===== config.mk =====
export PLATFORM = sky130hd
export DESIGN_NAME = morse_letter_keyer
export DESIGN_NICKNAME = d
export VERILOG_FILES = /design/src/sv/mlk_pkg.sv /design/src/sv/mlk_front.sv /design/src/sv/mlk_queue.sv /design/src/sv/mlk_back.sv /design/src/sv/morse_letter_keyer.sv
export SDC_FILE = /design/constraint.sdc
export NUM_CORES = 1
export LEC_CHECK = 0
export BUFFER_PORTS_ARGS = -buffer_cell sky130_fd_sc_hd__buf_2
export CORE_AREA = 2 2 103 105
export CTS_BUF_LIST = sky130_fd_sc_hd__clkbuf_2
export CTS_CLUSTER_DIAMETER = 150
export DETAILED_ROUTE_END_ITERATION = 7
export DIE_AREA = 0 0 105 107
export PLACE_DENSITY = 0.75
export SLEW_MARGIN = 0
export SYNTH_ARGS = -nofsm -noshare
export SYNTH_HDL_FRONTEND = slang
export SYNTH_SLANG_ARGS = --single-unit

===== constraint.sdc =====
create_clock -name clk -period 3.5 [get_ports clk]
set_input_delay 0.175 -clock clk [delete_from_list [all_inputs] [get_ports clk]]
set_output_delay 0.175 -clock clk [all_outputs]
set_load 0.01 [all_outputs]

===== src/sv/mlk_pkg.sv =====
`default_nettype none
package mlk_pkg;

  localparam int CODE_W = 8;
  localparam int TIME_W = 16;
  localparam int CNT_W  = 3;
  localparam int SHAPE_W = 4;
  localparam int REG_IDX_W = 2;

  localparam logic [CODE_W-1:0] SPACE_CODE   = 8'h20;
  localparam logic [CODE_W-1:0] FIRST_LETTER = 8'h41;
  localparam logic [CODE_W-1:0] LAST_LETTER  = 8'h5A;

  localparam logic [TIME_W-1:0] RESET_DOT_ON   = 16'd100;
  localparam logic [TIME_W-1:0] RESET_DASH_ON  = 16'd300;
  localparam logic [TIME_W-1:0] RESET_ELEM_GAP = 16'd200;
  localparam logic [TIME_W-1:0] RESET_WORD_GAP = 16'd400;

  localparam logic [REG_IDX_W-1:0] REG_DOT_ON   = 2'd0;
  localparam logic [REG_IDX_W-1:0] REG_DASH_ON  = 2'd1;
  localparam logic [REG_IDX_W-1:0] REG_ELEM_GAP = 2'd2;
  localparam logic [REG_IDX_W-1:0] REG_WORD_GAP = 2'd3;

  localparam logic PIN_SOUND  = 1'b0;
  localparam logic PIN_SILENT = 1'b1;

  // classified character: space, or letter with element count and dash mask
  typedef struct packed {
    logic               is_space;
    logic [CNT_W-1:0]   count;
    logic [SHAPE_W-1:0] shape;
  } desc_t;

  typedef struct packed {
    logic [TIME_W-1:0] dot_on;
    logic [TIME_W-1:0] dash_on;
    logic [TIME_W-1:0] elem_gap;
    logic [TIME_W-1:0] word_gap;
  } cfg_t;

  // bits 6..4 element count, bits 3..0 elements (bit 0 first, 1 = dash)
  function automatic logic [7:0] letter_shape(input logic [4:0] idx);
    logic [7:0] s;
    unique case (idx)
      5'd0:  s = 8'h22;
      5'd1:  s = 8'h41;
      5'd2:  s = 8'h45;
      5'd3:  s = 8'h31;
      5'd4:  s = 8'h10;
      5'd5:  s = 8'h44;
      5'd6:  s = 8'h33;
      5'd7:  s = 8'h40;
      5'd8:  s = 8'h20;
      5'd9:  s = 8'h4E;
      5'd10: s = 8'h35;
      5'd11: s = 8'h42;
      5'd12: s = 8'h23;
      5'd13: s = 8'h21;
      5'd14: s = 8'h37;
      5'd15: s = 8'h46;
      5'd16: s = 8'h4B;
      5'd17: s = 8'h32;
      5'd18: s = 8'h30;
      5'd19: s = 8'h11;
      5'd20: s = 8'h34;
      5'd21: s = 8'h48;
      5'd22: s = 8'h36;
      5'd23: s = 8'h49;
      5'd24: s = 8'h4D;
      5'd25: s = 8'h43;
      default: s = 8'h00;
    endcase
    return s;
  endfunction

endpackage
`default_nettype wire


===== src/sv/mlk_front.sv =====
`default_nettype none
module mlk_front (
  input  wire logic                      clk,
  input  wire logic                      rst,
  input  wire logic                      start,
  input  wire logic                      full,
  input  wire logic [mlk_pkg::CODE_W-1:0] char_code,
  output logic                           push,
  output mlk_pkg::desc_t                 desc
);
  import mlk_pkg::*;

  logic       is_space;
  logic       is_letter;
  logic [7:0] shape_bits;
  logic [CODE_W-1:0] offset;

  assign is_space  = (char_code == SPACE_CODE);
  assign is_letter = (char_code >= FIRST_LETTER) && (char_code <= LAST_LETTER);
  assign offset    = char_code - FIRST_LETTER;

  always_comb begin
    shape_bits    = letter_shape(offset[4:0]);
    desc.is_space = is_space;
    desc.count    = is_space ? CNT_W'(1) : shape_bits[6:4];
    desc.shape    = shape_bits[3:0];
  end

  // uncoded characters are dropped here
  assign push = start && !full && (is_space || is_letter);

  a_push_needs_request: assert property (@(posedge clk) disable iff (rst)
    push |-> start && !full)
    else $error("push without accepted request");
  a_letter_count: assert property (@(posedge clk) disable iff (rst)
    (push && !desc.is_space) |-> (desc.count != 3'd0 && desc.count <= 3'd4))
    else $error("letter with bad element count");
  a_space_shape: assert property (@(posedge clk) disable iff (rst)
    (push && desc.is_space) |-> !is_letter)
    else $error("space and letter at once");

endmodule
`default_nettype wire


===== src/sv/mlk_queue.sv =====
`default_nettype none
module mlk_queue #(
  parameter int DEPTH = 4
) (
  input  wire logic     clk,
  input  wire logic     rst,
  input  wire logic     push,
  input  wire mlk_pkg::desc_t push_data,
  input  wire logic     pop,
  output mlk_pkg::desc_t pop_data,
  output logic          full,
  output logic          not_empty
);
  import mlk_pkg::*;

  localparam int PTR_W = (DEPTH > 1) ? $clog2(DEPTH) : 1;
  localparam int CNT_QW = $clog2(DEPTH + 1);
  localparam logic [PTR_W-1:0] LAST_PTR = PTR_W'(DEPTH - 1);

  desc_t             mem [DEPTH];
  logic [PTR_W-1:0]  wr_ptr;
  logic [PTR_W-1:0]  rd_ptr;
  logic [CNT_QW-1:0] count;
  logic [PTR_W-1:0]  wr_ptr_next;
  logic [PTR_W-1:0]  rd_ptr_next;
  logic [CNT_QW-1:0] count_next;

  assign full      = (count == CNT_QW'(DEPTH));
  assign not_empty = (count != '0);
  assign pop_data  = mem[rd_ptr];

  always_comb begin
    wr_ptr_next = wr_ptr;
    rd_ptr_next = rd_ptr;
    count_next  = count;
    if (push) begin
      wr_ptr_next = (wr_ptr == LAST_PTR) ? '0 : wr_ptr + PTR_W'(1);
    end
    if (pop) begin
      rd_ptr_next = (rd_ptr == LAST_PTR) ? '0 : rd_ptr + PTR_W'(1);
    end
    if (push && !pop) begin
      count_next = count + CNT_QW'(1);
    end else if (pop && !push) begin
      count_next = count - CNT_QW'(1);
    end
  end

  always_ff @(posedge clk) begin
    if (rst) begin
      wr_ptr <= '0;
      rd_ptr <= '0;
      count  <= '0;
    end else begin
      wr_ptr <= wr_ptr_next;
      rd_ptr <= rd_ptr_next;
      count  <= count_next;
    end
  end

  always_ff @(posedge clk) begin
    if (push) begin
      mem[wr_ptr] <= push_data;
    end
  end

  a_no_overflow: assert property (@(posedge clk) disable iff (rst)
    !(push && full))
    else $error("push into full queue");
  a_no_underflow: assert property (@(posedge clk) disable iff (rst)
    !(pop && !not_empty))
    else $error("pop from empty queue");
  a_count_range: assert property (@(posedge clk) disable iff (rst)
    count <= CNT_QW'(DEPTH))
    else $error("queue count out of range");

endmodule
`default_nettype wire


===== src/sv/mlk_back.sv =====
`default_nettype none
module mlk_back (
  input  wire logic                       clk,
  input  wire logic                       rst,
  input  wire mlk_pkg::cfg_t              cfg,
  input  wire logic                       q_valid,
  input  wire mlk_pkg::desc_t             q_data,
  output logic                            pop,
  output logic                            valid,
  output logic                            pin_level,
  output logic [mlk_pkg::TIME_W-1:0]      duration,
  output logic                            last
);
  import mlk_pkg::*;

  logic   cur_valid;
  desc_t  cur;
  logic [1:0] idx;
  logic   gap;

  logic   cur_valid_next;
  desc_t  cur_next;
  logic [1:0] idx_next;
  logic   gap_next;
  logic   seg_last;
  logic   seg_pin;
  logic [TIME_W-1:0] seg_dur;

  always_comb begin
    seg_last = cur.is_space || (gap && ((CNT_W'(idx) + CNT_W'(1)) == cur.count));
    pop      = q_valid && (!cur_valid || seg_last);
  end

  // next state of the serializer
  always_comb begin
    cur_valid_next = cur_valid;
    cur_next       = cur;
    idx_next       = idx;
    gap_next       = gap;
    priority if (pop) begin
      cur_valid_next = 1'b1;
      cur_next       = q_data;
      idx_next       = '0;
      gap_next       = 1'b0;
    end else if (cur_valid && seg_last) begin
      cur_valid_next = 1'b0;
    end else if (cur_valid && gap) begin
      idx_next = idx + 2'd1;
      gap_next = 1'b0;
    end else if (cur_valid) begin
      gap_next = 1'b1;
    end
  end

  // segment for the current position
  always_comb begin
    priority if (cur.is_space) begin
      seg_pin = PIN_SILENT;
      seg_dur = cfg.word_gap;
    end else if (gap) begin
      seg_pin = PIN_SILENT;
      seg_dur = cfg.elem_gap;
    end else begin
      seg_pin = PIN_SOUND;
      seg_dur = cur.shape[idx] ? cfg.dash_on : cfg.dot_on;
    end
  end

  always_ff @(posedge clk) begin
    if (rst) begin
      cur_valid <= 1'b0;
      valid     <= 1'b0;
      idx       <= '0;
      gap       <= 1'b0;
    end else begin
      cur_valid <= cur_valid_next;
      valid     <= cur_valid;
      idx       <= idx_next;
      gap       <= gap_next;
    end
  end

  always_ff @(posedge clk) begin
    cur       <= cur_next;
    pin_level <= seg_pin;
    duration  <= seg_dur;
    last      <= seg_last;
  end

  a_valid_from_work: assert property (@(posedge clk) disable iff (rst)
    valid |-> $past(cur_valid))
    else $error("result without work in flight");
  a_sound_not_last: assert property (@(posedge clk) disable iff (rst)
    (valid && pin_level == PIN_SOUND) |-> !last)
    else $error("sounding segment marked last");
  a_gap_follows_sound: assert property (@(posedge clk) disable iff (rst)
    (valid && pin_level == PIN_SOUND) |=> (valid && pin_level == PIN_SILENT))
    else $error("sounding segment not followed by gap");
  a_pop_when_free: assert property (@(posedge clk) disable iff (rst)
    pop |-> (!cur_valid || seg_last))
    else $error("pop while character in progress");

endmodule
`default_nettype wire


===== src/sv/morse_letter_keyer.sv =====
// Morse letter keyer. A character is requested by raising start while busy
// is low; only upper-case A to Z and space are sounded, other codes are
// dropped without output. Each key segment appears on pin_level, duration
// and last for exactly one cycle with valid high, one segment per cycle:
// a letter gives two to eight segments (sounding element then silent gap),
// a space one silent segment of the word gap, and last marks a character's
// final segment. A classifier writes requests into a queue of QUEUE_DEPTH
// entries and a serializer drains it; the serializer's one segment per cycle
// sets the sustained rate, and busy rises only when the queue is full. A
// request passes through the queue and the serializer's character register
// before its first segment is registered on the outputs. The receiver cannot
// stall, so results are never held back. Timing registers are written through
// wr_en, wr_index and wr_data and are read at the time each segment is produced.
`default_nettype none
module morse_letter_keyer #(
  parameter int QUEUE_DEPTH = 4
) (
  input  wire logic                           clk,
  input  wire logic                           rst,
  input  wire logic                           start,
  output logic                                busy,
  input  wire logic [mlk_pkg::CODE_W-1:0]     char_code,
  input  wire logic                           wr_en,
  input  wire logic [mlk_pkg::REG_IDX_W-1:0]  wr_index,
  input  wire logic [mlk_pkg::TIME_W-1:0]     wr_data,
  output logic                                valid,
  output logic                                pin_level,
  output logic [mlk_pkg::TIME_W-1:0]          duration,
  output logic                                last
);
  import mlk_pkg::*;

  cfg_t  cfg;
  desc_t push_desc;
  desc_t pop_desc;
  logic  push;
  logic  pop;
  logic  full;
  logic  not_empty;

  always_ff @(posedge clk) begin
    if (rst) begin
      cfg.dot_on   <= RESET_DOT_ON;
      cfg.dash_on  <= RESET_DASH_ON;
      cfg.elem_gap <= RESET_ELEM_GAP;
      cfg.word_gap <= RESET_WORD_GAP;
    end else if (wr_en) begin
      unique case (wr_index)
        REG_DOT_ON:   cfg.dot_on   <= wr_data;
        REG_DASH_ON:  cfg.dash_on  <= wr_data;
        REG_ELEM_GAP: cfg.elem_gap <= wr_data;
        REG_WORD_GAP: cfg.word_gap <= wr_data;
        default: ;
      endcase
    end
  end

  assign busy = full;

  mlk_front u_front (
    .clk       (clk),
    .rst       (rst),
    .start     (start),
    .full      (full),
    .char_code (char_code),
    .push      (push),
    .desc      (push_desc)
  );

  mlk_queue #(
    .DEPTH (QUEUE_DEPTH)
  ) u_queue (
    .clk       (clk),
    .rst       (rst),
    .push      (push),
    .push_data (push_desc),
    .pop       (pop),
    .pop_data  (pop_desc),
    .full      (full),
    .not_empty (not_empty)
  );

  mlk_back u_back (
    .clk       (clk),
    .rst       (rst),
    .cfg       (cfg),
    .q_valid   (not_empty),
    .q_data    (pop_desc),
    .pop       (pop),
    .valid     (valid),
    .pin_level (pin_level),
    .duration  (duration),
    .last      (last)
  );

endmodule
`default_nettype wire


==> results.cfg <==
[yosys]
synth_seq_cells = 134
synth_area_leaders = dfxtp_1 32%, edfxtp_1 20%, nand2_1 8.8%, a21oi_1 7.1%, mux4_2 3.4%
syn_inst = 604
synth_top_area_share_pct = 31.9
avgSynthCellArea_um2 = 9.77
synth.distinct_cells = 57
yosys_warnings = 0
synth-seq-area-share_pct = 52.2
syn-num-nets = 649
ys.flop_type = dfxtp_1
synth_area_um2 = 5900
synthArstFlopShare_pct = 0
synth_edf_count = 40
synth_top_area_cell = dfxtp_1

[power_and_ir_drop]
ir_worst_vdd_mv = 0.368
total_power_w = 0.00417
leakagePower_nw = 2.56
power_density_nw_per_um2 = 623

[cells_and_area]
final_area_um2 = 6690
area_growth_pct = 13.3
final_nets = 706
drive_gt1_share_pct = 16.3
diodes = 0

[route]
antenna_left = 0
drt_wl_total_um = 12200
routedWlPerCell_um = 15.1
vias = 4452
post-route-drc-count = 0
drt_iter0_drc = 189
drt-vias-per-instance = 5.50
dr.pass1.iters = 4

[die]
ioPinCount = 50
die_height_um = 107
core_area_um2 = 10100
initial_utilization_pct = 58.5
rows = 37
die_w_um = 105
die_area_um2 = 11200

[cts]
cts_tree = yes
clk_latency_ns = 0.68
cts.sinks = 134
cts_buffer_depth = 2
cts_made_buffers = 17
cts-root-buf = clkbuf_2
cts_resized = 0
h-tree-depth = 4
clk_pin_slew_worst_paths_ns = 0.22

[critical_path]
crit_buf_inv = 3
path_class = flip-flop to flip-flop
cp-end-kind = flip-flop
cp_data_required_time_ns = 4.11
cp_cell_sequence = ha_1 -> xnor2_1 -> nand4_1 -> a21oi_2 -> buf_4 -> inv_1 -> ha_1 -> inv_1 -> fa_1 -> xor2_1 -> or3_1 -> a21oi_1
cpPeakStageDelay_ns = 0.48
crit_path_start_kind = flip-flop
path_max_fanout = 11
crit_arrival_ns = 3.36
worst_path_max_delay_cell = dfxtp_1
cp_top_family = adder cells

[global_route]
grt_pass1_wl_um = 19700
antenna_found_initial = 0
grt_usage_pct = 22.4
grt.overflow.total = 0
grt_pass1_vias = 4058
grt_max_degree = 52

[timing]
setup_viol = 0
fin_crit_ns = 2.75
worst_slew_pin_slew_ns = 0.910
relSlewSlack_pct = 39.3
hold_viol_final = 0
fmax_mhz = 364
fin_skew_ns = 0.0355
fin_crit_sh_pct = 78.6
rsz0062_at_grt = no
slew_violations = 0
totalNegativeSetupSlack_ns = 0

[worst_hold_path]
hold_class = input port to flip-flop

[placed_design]
port_buffers = 49
place_area_um2 = 6200
dpl.hpwl_um = 7710
gp_congestion = 0.809

[job]
cap_violations = 0

[outcome]
outcome = completed
cell type report:
| cell class | count | area (µm²) |
|---|---|---|
| inverters | 10 | 37.5 |
| clock inverters | 15 | 175 |
| flip-flops and latches | 134 | 3080 |
| clock buffers | 17 | 85.1 |
| well taps | 136 | 170 |
| fillers | 839 | 3400 |
| multi-input cells | 420 | 2620 |
| repair buffers | 78 | 520 |
worst reg2reg max path: cells and delay by family, from the launching register on:
family | cells | cell delay (ns)
fa+ha+maj | 3 | 0.85
simple gates | 2 | 0.49
flops | 1 | 0.48
buf+inv | 3 | 0.36
xor+xnor | 2 | 0.32
compound gates | 2 | 0.22
layout by cell type (no fill, tap or decap), types with 4 or more instances in the layout:
cell,instances
nor3_1,4
nor2_1,15
inv_6,5
dlygate4sd3_1,23
nor2b_1,23
nand3b_1,14
mux2i_1,20
and3_1,6
xnor2_1,4
o21a_1,4
mux4_2,9
clkbuf_2,17
o21ai_0,14
dfxtp_1,94
buf_4,6
buf_2,49
a211oi_1,19
nand3_1,5
inv_1,8
edfxtp_1,40
a21oi_1,84
ha_1,14
nand2_1,138
cell usage after synthesis (2+ instances only):
library cell    n
nand3_1         5
buf_1           2
a22oi_1         2
a21oi_1        84
clkbuf_1       29
o21ai_0        14
and3_1          6
edfxtp_1       40
ha_1           14
nor2b_1        23
nor2_1         16
nor3b_2         2
xnor2_1         4
buf_2           7
a311oi_1        2
mux4_2          9
xnor2_2         2
a2bb2oi_1       2
nand4_1         3
or3_1           3
nand2_1       138
a211oi_1       19
inv_2           2
nand3b_1       14
nor3_1          4
mux2i_1        20
buf_4           2
o21a_1          4
inv_1           8
dfxtp_1        94
xor2_1          3
nand2b_1        2
per-layer routing:
metal,track usage [%],vias up,part of all wire [%]
met5,0,-,0
li1,-,2237,-
met2,37.3,108,49
met3,5.23,17,3.9
met1,28.7,2090,46
met4,8.10,0,1.4
worst paths after layout:
check | start | end | slack (ns) | cells past startpoint
worst min-delay path | wr_en | cfg[31] | 0.09 | 6
worst max-delay path | u_back.idx[0] | u_queue.count[2] | 0.75 | 12
worst max register to register | u_back.idx[0] | u_queue.count[2] | 0.75 | 12
worst min register to register | cfg[25] | cfg[25] | 0.46 | 2
through the flow:
step,hold WS (ns),utilization [%],setup WS [ns],std cells
2_1_floorplan,0.296,-,0.853,604
3_3_place_gp,0.429,61.4,0.631,755
3_5_place_dp,0.440,61.4,0.543,755
4_1_cts,0.0186,66.3,0.755,810
5_1_grt,0.0310,66.3,0.586,810
6_report,0.0855,66.3,0.750,810
sequential cells by signal, summed over array words and instances, names as in the netlist:
name	count
u_back.last	1
u_queue.count	3
u_queue.mem	32
u_back.gap	1
u_back.cur	8
u_back.duration	16
u_back.pin_level	1
u_back.valid	1
cfg	64
u_back.cur_valid	1
u_back.idx	2
u_queue.wr_ptr	2
u_queue.rd_ptr	2
repair_timing:
| item | 4_1_cts | 5_1_grt |
|---|---|---|
| hold buffers | 23 | 0 |
| hold endpoints to repair | 70 | 0 |
| setup buffers | 0 | 0 |
cells by family (layout without fill, tap and decap cells):
group / after synthesis / count (layout) / share of synthesized area, %
AO/OA/AOI/OAI: 138 / 138 / 13.7
XOR/XNOR: 9 / 9 / 1.59
adder cells (fa/ha/maj): 15 / 15 / 3.31
buffers and inverters: 50 / 120 / 3.45
flip-flops: 134 / 134 / 52.2
multiplexers: 31 / 31 / 7.21
AND/OR/NAND/NOR: 227 / 227 / 18.5
power by group:
part           internal [W]  switching, W
logic              0.000509      0.000687
registers           0.00186      0.000133
clock network      0.000405      0.000573
total               0.00278       0.00139
Note: power is estimated with default switching activity, not from simulation.
